[src/rtl/core/cfr_pkg.sv]
// Shared types and constants for the continued fraction ratio unit.
// Used by cfr_div, cfr_dpath, cfr_ctrl and continued_fraction_ratio_unit.
package cfr_pkg;

	localparam int unsigned VALUE_W   = 48;
	localparam int unsigned NUM_W     = 32;
	localparam int unsigned DEN_W     = 16;
	localparam int unsigned FRAC_W    = 32;
	localparam int unsigned DIV_W     = FRAC_W + 1;
	localparam int unsigned DIV_CNT_W = $clog2(DIV_W);
	localparam int unsigned MAX_TERMS = 100;
	localparam int unsigned CNT_W     = $clog2(MAX_TERMS + 1);
	localparam int unsigned EPS_SCALE = 1000000;
	localparam int unsigned EPS_W     = 20;
	localparam int unsigned FAIL_VALUE = 1000;
	localparam logic [DEN_W-1:0] MAX_DEN_RESET = DEN_W'(1000);

	typedef enum logic [2:0] {
		S_IDLE,
		S_EPS,
		S_EPS_CHK,
		S_DIV,
		S_MUL,
		S_UPD,
		S_FINISH
	} cfr_state_t;

	typedef struct packed {
		logic load;
		logic eps_mul;
		logic div_start;
		logic mul;
		logic update;
		logic out_load;
	} cfr_cmd_t;

	typedef struct packed {
		logic eps_small;
		logic count_full;
		logic div_done;
		logic k_over;
		logic out_free;
	} cfr_sts_t;

endpackage

[src/rtl/core/cfr_div.sv]
// Restoring divider, one quotient bit per cycle.
// Depends on cfr_pkg for widths.
module cfr_div (
	input  logic                       clk,
	input  logic                       arst_n,
	input  logic                       start,
	input  logic [cfr_pkg::DIV_W-1:0]  dividend,
	input  logic [cfr_pkg::FRAC_W-1:0] divisor,
	output logic [cfr_pkg::DIV_W-1:0]  quotient,
	output logic [cfr_pkg::FRAC_W-1:0] remainder,
	output logic                       done
);

	logic [cfr_pkg::FRAC_W-1:0]    rem_q;
	logic [cfr_pkg::DIV_W-1:0]     dq_q;
	logic [cfr_pkg::FRAC_W-1:0]    dvs_q;
	logic [cfr_pkg::DIV_CNT_W-1:0] cnt_q;
	logic                          busy_q;
	logic                          done_q;
	logic [cfr_pkg::DIV_W-1:0]     trial;
	logic                          fits;
	logic [cfr_pkg::DIV_W-1:0]     diff;

	// Shift in the next dividend bit and try the subtraction
	always_comb begin
		trial = {rem_q, dq_q[cfr_pkg::DIV_W-1]};
		fits  = trial >= {1'b0, dvs_q};
		diff  = trial - {1'b0, dvs_q};
	end

	// Control: count quotient bits while busy and flag done after the last one
	always_ff @(posedge clk or negedge arst_n) begin
		if (!arst_n) begin
			busy_q <= 1'b0;
			done_q <= 1'b0;
			cnt_q  <= '0;
		end else begin
			done_q <= 1'b0;
			if (start) begin
				busy_q <= 1'b1;
				cnt_q  <= '0;
			end else if (busy_q) begin
				cnt_q <= cnt_q + 1'b1;
				if (cnt_q == cfr_pkg::DIV_CNT_W'(cfr_pkg::DIV_W - 1)) begin
					busy_q <= 1'b0;
					done_q <= 1'b1;
				end
			end
		end
	end

	// Datapath: partial remainder and quotient shift register
	always_ff @(posedge clk) begin
		if (start) begin
			rem_q <= '0;
			dq_q  <= dividend;
			dvs_q <= divisor;
		end else if (busy_q) begin
			rem_q <= fits ? diff[cfr_pkg::FRAC_W-1:0] : trial[cfr_pkg::FRAC_W-1:0];
			dq_q  <= {dq_q[cfr_pkg::DIV_W-2:0], fits};
		end
	end

	assign quotient  = dq_q;
	assign remainder = rem_q;
	assign done      = done_q;

endmodule

[src/rtl/core/cfr_dpath.sv]
// Datapath: remainder pair, convergent recurrences, limit register, result register.
// Depends on cfr_pkg and cfr_div.
module cfr_dpath (
	input  logic                        clk,
	input  logic                        arst_n,
	input  cfr_pkg::cfr_cmd_t           cmd,
	output cfr_pkg::cfr_sts_t           sts,
	input  logic [cfr_pkg::VALUE_W-1:0] value_fixed,
	input  logic                        cfg_wr,
	input  logic [cfr_pkg::DEN_W-1:0]   cfg_data,
	input  logic                        out_stall,
	output logic                        out_valid,
	output logic [cfr_pkg::NUM_W-1:0]   numerator,
	output logic [cfr_pkg::DEN_W-1:0]   denominator,
	output logic                        failed
);

	localparam int unsigned PROD_W = cfr_pkg::FRAC_W + cfr_pkg::EPS_W;
	localparam int unsigned ASAT_W = cfr_pkg::DEN_W + 1;
	localparam int unsigned KP_W   = ASAT_W + cfr_pkg::DEN_W;
	localparam int unsigned HP_W   = cfr_pkg::DEN_W + cfr_pkg::NUM_W;

	logic [cfr_pkg::DEN_W-1:0]  max_den_q;
	logic [cfr_pkg::DIV_W-1:0]  q_q;
	logic [cfr_pkg::FRAC_W-1:0] r_q;
	logic [cfr_pkg::NUM_W-1:0]  h1_q, h2_q;
	logic [cfr_pkg::DEN_W-1:0]  k1_q, k2_q;
	logic [cfr_pkg::CNT_W-1:0]  count_q;
	logic [PROD_W-1:0]          eps_prod_q;
	logic [KP_W-1:0]            kprod_q;
	logic [HP_W-1:0]            hprod_q;
	logic [cfr_pkg::DIV_W-1:0]  div_quo;
	logic [cfr_pkg::FRAC_W-1:0] div_rem;
	logic                       div_done;
	logic [ASAT_W-1:0]          a_sat;
	logic [KP_W:0]              k_next;
	logic [HP_W:0]              h_next;
	logic [cfr_pkg::NUM_W-1:0]  h_sat;
	logic                       out_valid_q;
	logic [cfr_pkg::NUM_W-1:0]  num_q;
	logic [cfr_pkg::DEN_W-1:0]  den_q;
	logic                       failed_q;
	logic                       cap_hit;

	cfr_div u_div (
		.clk       (clk),
		.arst_n    (arst_n),
		.start     (cmd.div_start),
		.dividend  (q_q),
		.divisor   (r_q),
		.quotient  (div_quo),
		.remainder (div_rem),
		.done      (div_done)
	);

	// Limit register
	always_ff @(posedge clk or negedge arst_n) begin
		if (!arst_n) begin
			max_den_q <= cfr_pkg::MAX_DEN_RESET;
		end else if (cfg_wr) begin
			max_den_q <= cfg_data;
		end
	end

	// Clamp the term: anything beyond the denominator range overshoots anyway
	always_comb begin
		if (div_quo[cfr_pkg::DIV_W-1:cfr_pkg::DEN_W] != '0) begin
			a_sat = {1'b1, {cfr_pkg::DEN_W{1'b0}}};
		end else begin
			a_sat = div_quo[ASAT_W-1:0];
		end
		k_next = {1'b0, kprod_q} + (KP_W+1)'(k2_q);
		h_next = {1'b0, hprod_q} + (HP_W+1)'(h2_q);
		h_sat  = (h_next[HP_W:cfr_pkg::NUM_W] != '0) ? '1 : h_next[cfr_pkg::NUM_W-1:0];
		cap_hit = count_q == cfr_pkg::CNT_W'(cfr_pkg::MAX_TERMS);
	end

	// Expansion state
	always_ff @(posedge clk) begin
		if (cmd.load) begin
			q_q     <= {1'b1, {cfr_pkg::FRAC_W{1'b0}}};
			r_q     <= value_fixed[cfr_pkg::FRAC_W-1:0];
			h1_q    <= cfr_pkg::NUM_W'(value_fixed[cfr_pkg::VALUE_W-1:cfr_pkg::FRAC_W]);
			h2_q    <= cfr_pkg::NUM_W'(1);
			k1_q    <= cfr_pkg::DEN_W'(1);
			k2_q    <= '0;
			count_q <= '0;
		end else if (cmd.update) begin
			q_q     <= {1'b0, r_q};
			r_q     <= div_rem;
			h2_q    <= h1_q;
			h1_q    <= h_sat;
			k2_q    <= k1_q;
			k1_q    <= k_next[cfr_pkg::DEN_W-1:0];
			count_q <= count_q + 1'b1;
		end
		if (cmd.eps_mul) begin
			eps_prod_q <= PROD_W'(r_q) * PROD_W'(cfr_pkg::EPS_SCALE);
		end
		if (cmd.mul) begin
			kprod_q <= KP_W'(a_sat) * KP_W'(k1_q);
			hprod_q <= HP_W'(div_quo[cfr_pkg::DEN_W-1:0]) * HP_W'(h1_q);
		end
	end

	// Result register: hold until the receiver takes it
	always_ff @(posedge clk or negedge arst_n) begin
		if (!arst_n) begin
			out_valid_q <= 1'b0;
		end else if (cmd.out_load) begin
			out_valid_q <= 1'b1;
		end else if (!out_stall) begin
			out_valid_q <= 1'b0;
		end
	end

	always_ff @(posedge clk) begin
		if (cmd.out_load) begin
			failed_q <= cap_hit;
			num_q    <= cap_hit ? cfr_pkg::NUM_W'(cfr_pkg::FAIL_VALUE) : h1_q;
			den_q    <= cap_hit ? cfr_pkg::DEN_W'(cfr_pkg::FAIL_VALUE) : k1_q;
		end
	end

	always_comb begin
		sts.eps_small  = eps_prod_q < PROD_W'(q_q);
		sts.count_full = cap_hit;
		sts.div_done   = div_done;
		sts.k_over     = k_next > (KP_W+1)'(max_den_q);
		sts.out_free   = !out_valid_q || !out_stall;
	end

	assign out_valid   = out_valid_q;
	assign numerator   = num_q;
	assign denominator = den_q;
	assign failed      = failed_q;

endmodule

[src/rtl/core/cfr_ctrl.sv]
// Controller state machine sequencing one expansion term at a time.
// Depends on cfr_pkg.
module cfr_ctrl (
	input  logic              clk,
	input  logic              arst_n,
	input  logic              in_valid,
	output logic              in_stall,
	input  cfr_pkg::cfr_sts_t sts,
	output cfr_pkg::cfr_cmd_t cmd
);

	cfr_pkg::cfr_state_t state_q, state_d;

	always_ff @(posedge clk or negedge arst_n) begin
		if (!arst_n) begin
			state_q <= cfr_pkg::S_IDLE;
		end else begin
			state_q <= state_d;
		end
	end

	// Next state
	always_comb begin
		state_d = state_q;
		case (state_q)
			cfr_pkg::S_IDLE:    if (in_valid) state_d = cfr_pkg::S_EPS;
			cfr_pkg::S_EPS:     state_d = cfr_pkg::S_EPS_CHK;
			cfr_pkg::S_EPS_CHK: begin
				if (sts.count_full || sts.eps_small) state_d = cfr_pkg::S_FINISH;
				else state_d = cfr_pkg::S_DIV;
			end
			cfr_pkg::S_DIV:     if (sts.div_done) state_d = cfr_pkg::S_MUL;
			cfr_pkg::S_MUL:     state_d = cfr_pkg::S_UPD;
			cfr_pkg::S_UPD: begin
				if (sts.k_over) state_d = cfr_pkg::S_FINISH;
				else state_d = cfr_pkg::S_EPS;
			end
			cfr_pkg::S_FINISH:  if (sts.out_free) state_d = cfr_pkg::S_IDLE;
			default:            state_d = cfr_pkg::S_IDLE;
		endcase
	end

	// Outputs
	always_comb begin
		cmd      = '0;
		in_stall = 1'b1;
		case (state_q)
			cfr_pkg::S_IDLE: begin
				in_stall = 1'b0;
				cmd.load = in_valid;
			end
			cfr_pkg::S_EPS:     cmd.eps_mul = 1'b1;
			cfr_pkg::S_EPS_CHK: cmd.div_start = !(sts.count_full || sts.eps_small);
			cfr_pkg::S_MUL:     cmd.mul = 1'b1;
			cfr_pkg::S_UPD:     cmd.update = !sts.k_over;
			cfr_pkg::S_FINISH:  cmd.out_load = sts.out_free;
			default:            cmd = '0;
		endcase
	end

	a_cmd_onehot: assert property (@(posedge clk) disable iff (!arst_n)
		$onehot0(cmd)) else $error("more than one datapath command");
	a_div_wait: assert property (@(posedge clk) disable iff (!arst_n)
		(state_q == cfr_pkg::S_DIV && !sts.div_done) |=> state_q == cfr_pkg::S_DIV)
		else $error("left divide before done");
	a_out_idle: assert property (@(posedge clk) disable iff (!arst_n)
		cmd.out_load |=> state_q == cfr_pkg::S_IDLE) else $error("no return to idle");

endmodule

[src/rtl/core/continued_fraction_ratio_unit.sv]
// Top level of the continued fraction ratio unit.
// Depends on cfr_pkg, cfr_ctrl and cfr_dpath.
//
// Usage:
//  Input channel in_valid/in_stall carries value_fixed (unsigned Q16.32).
//  Output channel out_valid/out_stall returns numerator, denominator and
//  failed, exactly one transaction per input transaction.
//  cfg_valid/cfg_ready writes max_denominator; cfg_ready is always high and
//  writes are expected only while the unit is idle.
//  One input is processed at a time. The time per term is dominated by the
//  one-bit-per-cycle 33-bit divider; the expansion ends on the epsilon check,
//  the term cap or the denominator limit, and the result register then holds
//  the ratio. An expansion has at most 100 terms.
//  Reset clears the controller, the result valid flag, and sets
//  max_denominator to 1000.
//  When out_stall is high the result is held; a new input is still taken
//  and expanded, but its result waits until the register is free.
module continued_fraction_ratio_unit (
	input  logic                        clk,
	input  logic                        arst_n,
	input  logic                        in_valid,
	output logic                        in_stall,
	input  logic [cfr_pkg::VALUE_W-1:0] value_fixed,
	output logic                        out_valid,
	input  logic                        out_stall,
	output logic [cfr_pkg::NUM_W-1:0]   numerator,
	output logic [cfr_pkg::DEN_W-1:0]   denominator,
	output logic                        failed,
	input  logic                        cfg_valid,
	output logic                        cfg_ready,
	input  logic [cfr_pkg::DEN_W-1:0]   cfg_data
);

	cfr_pkg::cfr_cmd_t cmd;
	cfr_pkg::cfr_sts_t sts;

	assign cfg_ready = 1'b1;

	cfr_ctrl u_ctrl (
		.clk      (clk),
		.arst_n   (arst_n),
		.in_valid (in_valid),
		.in_stall (in_stall),
		.sts      (sts),
		.cmd      (cmd)
	);

	cfr_dpath u_dpath (
		.clk         (clk),
		.arst_n      (arst_n),
		.cmd         (cmd),
		.sts         (sts),
		.value_fixed (value_fixed),
		.cfg_wr      (cfg_valid && cfg_ready),
		.cfg_data    (cfg_data),
		.out_stall   (out_stall),
		.out_valid   (out_valid),
		.numerator   (numerator),
		.denominator (denominator),
		.failed      (failed)
	);

endmodule

[config.mk]
export PLATFORM = sky130hd
export DESIGN_NAME = continued_fraction_ratio_unit
export DESIGN_NICKNAME = d
export VERILOG_FILES = /design/src/rtl/core/cfr_pkg.sv /design/src/rtl/core/cfr_div.sv /design/src/rtl/core/cfr_dpath.sv /design/src/rtl/core/cfr_ctrl.sv /design/src/rtl/core/continued_fraction_ratio_unit.sv
export SDC_FILE = /design/constraint.sdc
export NUM_CORES = 2
export LEC_CHECK = 0
export BUFFER_PORTS_ARGS = -buffer_cell sky130_fd_sc_hd__buf_2
export CORE_ASPECT_RATIO = 1.4
export CORE_MARGIN = 2
export CORE_UTILIZATION = 30
export CTS_CLUSTER_DIAMETER = 40
export DETAILED_ROUTE_END_ITERATION = 10
export GPL_TIMING_DRIVEN = 0
export PLACE_DENSITY = 0.43
export RECOVER_POWER = 50
export SETUP_SLACK_MARGIN = 0.4
export SLEW_MARGIN = 15
export SYNTH_ARGS = -nofsm -noshare
export SYNTH_HDL_FRONTEND = slang
export SYNTH_SLANG_ARGS = --single-unit
[constraint.sdc]
create_clock -name clk -period 20.5 [get_ports clk]
set_input_delay 3.075 -clock clk [delete_from_list [all_inputs] [get_ports clk]]
set_output_delay 3.075 -clock clk [all_outputs]
set_load 0.01 [all_outputs]
# ---- After elaboration in Yosys (flattened, before gate mapping)
# Index checks and enable logic that the tools add are counted.
dict set report op_classes {
  n_lt_le_gt_ge 3
  mul 3
  n_reduce_logical 12
  eq_ne 12
  n_addsub 5
  mux 32
}
# op n
set op_table {}
lappend op_table {{2-to-1 mux 32 bit} 4}
lappend op_table {{2-to-1 mux 33 bit} 2}
lappend op_table {{< comparator 52 x 33 -> 1 bit} 1}
lappend op_table {{adder 48 x 32 -> 49 bit} 1}
lappend op_table {{multiplier 16 x 32 -> 48 bit} 1}
lappend op_table {{multiplier 32 x 14 -> 46 bit (second input constant)} 1}
lappend op_table {{adder 33 x 16 -> 34 bit} 1}
lappend op_table {{greater-than comparator 34 x 16 -> 1 bit} 1}
lappend op_table {{nonzero test 17 bit} 2}
lappend op_table {{greater-or-equal comparator 33 x 32 -> 1 bit} 1}
lappend op_table {{multiplier 17 x 16 -> 33 bit} 1}
lappend op_table {{2-to-1 mux 16 bit} 2}
lappend op_table {{subtractor 32 bit} 1}
lappend op_table {{one-hot mux 3 bit (7 select lines)} 1}
lappend op_table {{2-to-1 mux 17 bit} 1}
lappend op_table {{2-to-1 mux 1 bit} 15}
lappend op_table {{2-to-1 mux 3 bit} 5}
lappend op_table {{2-to-1 mux 6 bit} 2}
lappend op_table {{== test 3 bit (second input constant)} 3}
lappend op_table {{adder 7 x 1 -> 7 bit (second input constant)} 1}
lappend op_table {{== test 7 bit (second input constant)} 1}
lappend op_table {{adder 6 x 1 -> 6 bit (second input constant)} 1}
lappend op_table {{== test 3 x 2 -> 1 bit (second input constant)} 2}
lappend op_table {{== test 6 bit (second input constant)} 1}
lappend op_table {{8 further kinds} 15}
dict set report totals {
  wordCells 90
  ff_bits 469
}

# ---- Longest topological paths before layout
dict set report depth {
  ltp_word 6
  depth_mapped 30
  mapped_depth_nobuf 28
}

# ---- Cells and area by module
# A second synthesis with hierarchy kept.
dict set report unflattened {
  hier_cells 5816
  area_unflattened_um2 55488.2
}
# module cells_per_inst n_inst area_each_um2
set by_module_without_submodules {}
lappend by_module_without_submodules {cfr_dpath 5199 1 49188.4}
lappend by_module_without_submodules {cfr_div 580 1 5963.2}
lappend by_module_without_submodules {cfr_ctrl 35 1 325.3}
lappend by_module_without_submodules {continued_fraction_ratio_unit 2 1 11.3}

# ---- Worst setup path after synthesis
# No wires, ideal clock.
dict set report synth_path {
  path_type {register -> register}
  from {reg u_dpath.u_div.dq_q (netlist bit u_dpath.u_div.quotient[32])}
  to {reg u_dpath.kprod_q[29], data pin}
  required_ns 20.241
  stages_incl_launch_ff 27
  setup_ns 0.259
  arrival_ns 7.042
  synth_period_minus_slack_ns 7.300
  path_slack_ns 13.200
  cell_sequence {edfxtp_1 > nor4_1 > nand4_1 > nor4_1 > clkbuf_1 > and2_1 > clkbuf_1 > nand2_1 > fa_1 > fa_1 > fa_1 > inv_1 > fa_1 > fa_1 > inv_1 > fa_1 > inv_1 > ha_1 > nand2_1 > a2111oi_0 > nor3_1 > o41ai_1 > a2111o_1 > a31oi_1 > o21bai_1 > a21oi_1 > xnor2_1}
}
dict set report synth_between {
  elab_chain_len 3
}
# item line
set synth_lines {}
lappend synth_lines {{from (decl)} cfr_div.sv:15} ;# logic [cfr_pkg::DIV_W-1:0] dq_q;
lappend synth_lines {{from (signal assigned)} cfr_div.sv:56} ;# dq_q <= dividend;
lappend synth_lines {{from (signal assigned)} cfr_div.sv:60} ;# dq_q <= {dq_q[cfr_pkg::DIV_W-2:0], fits};
lappend synth_lines {{nonzero test 17 bit} cfr_dpath.sv:67} ;# if (div_quo[cfr_pkg::DIV_W-1:cfr_pkg::DEN_W] != '0) begin
lappend synth_lines {{2-to-1 mux 17 bit} cfr_dpath.sv:67}
lappend synth_lines {{multiplier 17 x 16 -> 33 bit} cfr_dpath.sv:101} ;# kprod_q <= KP_W'(a_sat) * KP_W'(k1_q);
lappend synth_lines {{to (signal assigned)} cfr_dpath.sv:101}
lappend synth_lines {{to (decl)} cfr_dpath.sv:30} ;# logic [KP_W-1:0] kprod_q;
# No other way between the ends.
# A chain may end at the register's enable or synchronous reset.

# ---- Final worst setup path
dict set report layout_path {
  from {reg u_dpath.u_div.dq_q (netlist bit u_dpath.u_div.quotient[32])}
  to {reg u_dpath.kprod_q[31], data pin}
}
# The elaborated chain is that of the path after synthesis.

==> reports/metrics.yaml <==
run_status:
  run_status: "complete, but fails checks"
  violations: "max-capacitance violations, max-slew violations"
grt:
  grtUsageTotal: 0.207
  grt_overflow: 0
  grt_pass1_vias: 44887
  grt_max_degree: 42
  grt_pass1_wl_mm: 285
  antenna_found_initial: 24
drt:
  avgRoutedWirePerCell_um: 22.1
  drtPass1Iterations: 6
  wl_mm: 190
  drtAntennaViolNets: 0
  vias_per_cell: 4.84
  drtIter0Drc: 2286
  vias: 41526
  remaining_drc_errors: 0
place:
  gp_congestion: 0.885
  place_hpwl_mm: 152
  portBuffers: 119
yosys:
  synth_top_area_frac: 0.280
  synthesis.nets: 7166
  yosysWarnings: 0
  yosys_register_bits: 469
  avgSynthCellArea_um2: 9.36
  synth_area_leaders: "fa_1 28%, edfxtp_1 16%, ha_1 12%"
  synth_edf_count: 289
  ys_seq_area_frac: 0.228
  syn_inst: 5828
  syn-cell-area_um2: 54600
  synth_area_leader_cell: "fa_1"
  async_reset_ff_frac: 0.0597
  yosys.cell_types.count: 89
  yosysMostFrequentCell: "inv_1"
  synth_commonest_cells: "995 x inv_1, 934 x nand2_1, 764 x fa_1"
  synth-main-ff-cell: "edfxtp_1"
hold_path:
  holdCritStartpoint: "u_dpath.h2_q[2]"
  min_path_cells: 2
  hold_path_end: "u_dpath.h2_q[2]"
  hold_class: "flop to flop"
floorplan:
  fp.dieH_um: 509
  pin_count: 121
  core_um2: 181000
  die-area_um2: 185000
  die_w_um: 364
  start_util: 0.301
  rows: 185
sta:
  rsz0062_at_grt: "false"
  finalSetupTns_ns: 0
  final_max_slew_viol_count: 89
  setup_viol: 0
  worstMarginPinSlew_ns: 2.68
  slew_headroom: -0.787
  holdWs_ns: 0.452
  finalCritPeriodShare: 0.520
  timing.fmax_mhz: 93.8
  post-route-min-period_ns: 10.66
  worst_clock_skew_ns: 0.0286
  hold_violations: 0
clock_network:
  cts.sinks: 469
  cts_setup_buffers: 0
  numCtsBuffers: 94
  root_buffer: "clkbuf_16"
  cts_tree: "yes"
  clk_latency_ns: 0.69
  cts.reportedPaths.clkPinSlew_ns: 0.06
  cts_hold_buf: 0
  cts_htree_levels: 3
  clockBufferDepth: 3
  ctsResizeCount: 0
critical_path:
  worst_r2r_endpoint: "u_dpath.kprod_q[31]"
  critPathMaxFanout: 10
  reg2reg_slack_ns: 9.84
  crit_start: "u_dpath.u_div.quotient[32]"
  crit_top_cell: "fa_1"
  max_stage_delay_ns: 1.23
  timing.rr.start: "u_dpath.u_div.quotient[32]"
  crit_path_end_kind: "flop"
  critPathRequiredTime_ns: 20.91
  r2r_cells: 25
  start_kind: "flop"
  slowest_stage: "nor4_1"
  critPathKind: "flop to flop"
  arrival_ns: 11.08
layout:
  nets: 7399
  final_util: 0.340
  layout-drive-gt1-share: 0.0580
  area_growth_pct: 12.8
flow_run:
  maxCapViolCount: 4
[worst max path at each step]
stage                                     end  slack (ns)
after floorplan           u_dpath.kprod_q[29]       13.20
after global placement    u_dpath.hprod_q[12]        9.87
after detailed placement  u_dpath.kprod_q[31]       10.43
after CTS                 u_dpath.kprod_q[31]       10.33
after global routing      u_dpath.kprod_q[29]        9.41
final                     u_dpath.kprod_q[31]        9.84
[per-layer routing]
layer | share of wire | vias up | global-route usage
met3 | 0.047 | 324 | 0.0267
met2 | 0.52 | 991 | 0.382
met1 | 0.39 | 20976 | 0.245
met4 | 0.039 | 4 | 0.0716
li1 | - | 19231 | -
met5 | 0.00012 | - | 0
[logic make-up after synthesis]
| family | synth area share |
|---|---|
| and+or+nand+nor | 0.150 |
| buffers and inverters | 0.0898 |
| adders and majority gates | 0.396 |
| AOI/OAI and AO/OA | 0.0919 |
| DFF | 0.228 |
| xor gates and xnor gates | 0.0316 |
| muxes | 0.0129 |
| other | 0.0000687 |
[cells in the final DEF, fill, tap and decap left out, types with 35 or more instances in the layout]
master     netlist  layout
a31oi_1         46      46
edfxtp_1       289     289
fa_1           764     764
xnor2_1        124     124
a211oi_1        42      42
and2_1         160     156
nand3_1         50      50
inv_1          995     995
nor2b_1         72      72
a21o_1         104     104
dfxtp_1        152     152
and3_1         145     145
o21ai_0        122     122
ha_1           505     505
nor2_1         172     172
nand4_1         38      38
nor3_1          42      42
a21oi_1        296     296
clkbuf_16        0      95
clkbuf_1       262     333
xor2_1          73      73
mux2_2          35      35
nand2_1        934     933
buf_2           24      89
[area by class of cell]
class / count / area (µm²)
Fill cell: 19045 / 119000
Multi-Input combinational cell: 4070 / 37200
Sequential cell: 469 / 12400
Inverter: 995 / 3730
Tap cell: 2431 / 3040
Clock buffer: 106 / 2480
Buffer: 294 / 1170
Clock inverter: 70 / 810
Timing Repair Buffer: 137 / 612
Antenna cell: 5 / 12.5
[per-stage QoR]
stage	instances	setup slack [ns]	cell area (µm²)
floorplan	5828	13.20	54600
global placement	8378	9.87	58200
detailed placement	8396	10.43	58400
CTS	8572	10.33	61700
global route	8573	9.41	61500
finish	8577	9.84	61500
[worst max-delay path, delay by kind of cell, from the launching register on]
family | cells | cell delay [ns]
adder cells (fa/ha/maj) | 7 | 3.45
AND/OR/NAND/NOR | 7 | 2.72
AO/OA/AOI/OAI | 5 | 2.21
buffers and inverters | 5 | 1.34
flip-flops | 1 | 0.51
XOR/XNOR | 1 | 0.13
[state kept, by name (all words and copies together), names as in the netlist, 3 cells and up]
signal	count
u_dpath.u_div.cnt_q	6
u_dpath.u_div.remainder	32
u_dpath.q_q	33
u_dpath.kprod_q	33
u_dpath.k2_q	16
u_dpath.u_div.dvs_q	32
u_dpath.k1_q	16
u_dpath.eps_prod_q	46
u_dpath.hprod_q	48
u_dpath.denominator	16
u_dpath.h2_q	32
u_dpath.max_den_q	16
u_dpath.u_div.quotient	33
u_dpath.numerator	32
u_dpath.r_q	32
u_dpath.count_q	7
u_dpath.h1_q	32
u_ctrl.state_q	3
Power is left out: the tool's default activity adds up to more than one toggle a clock period on the data nets, which glitch-free logic cannot reach.
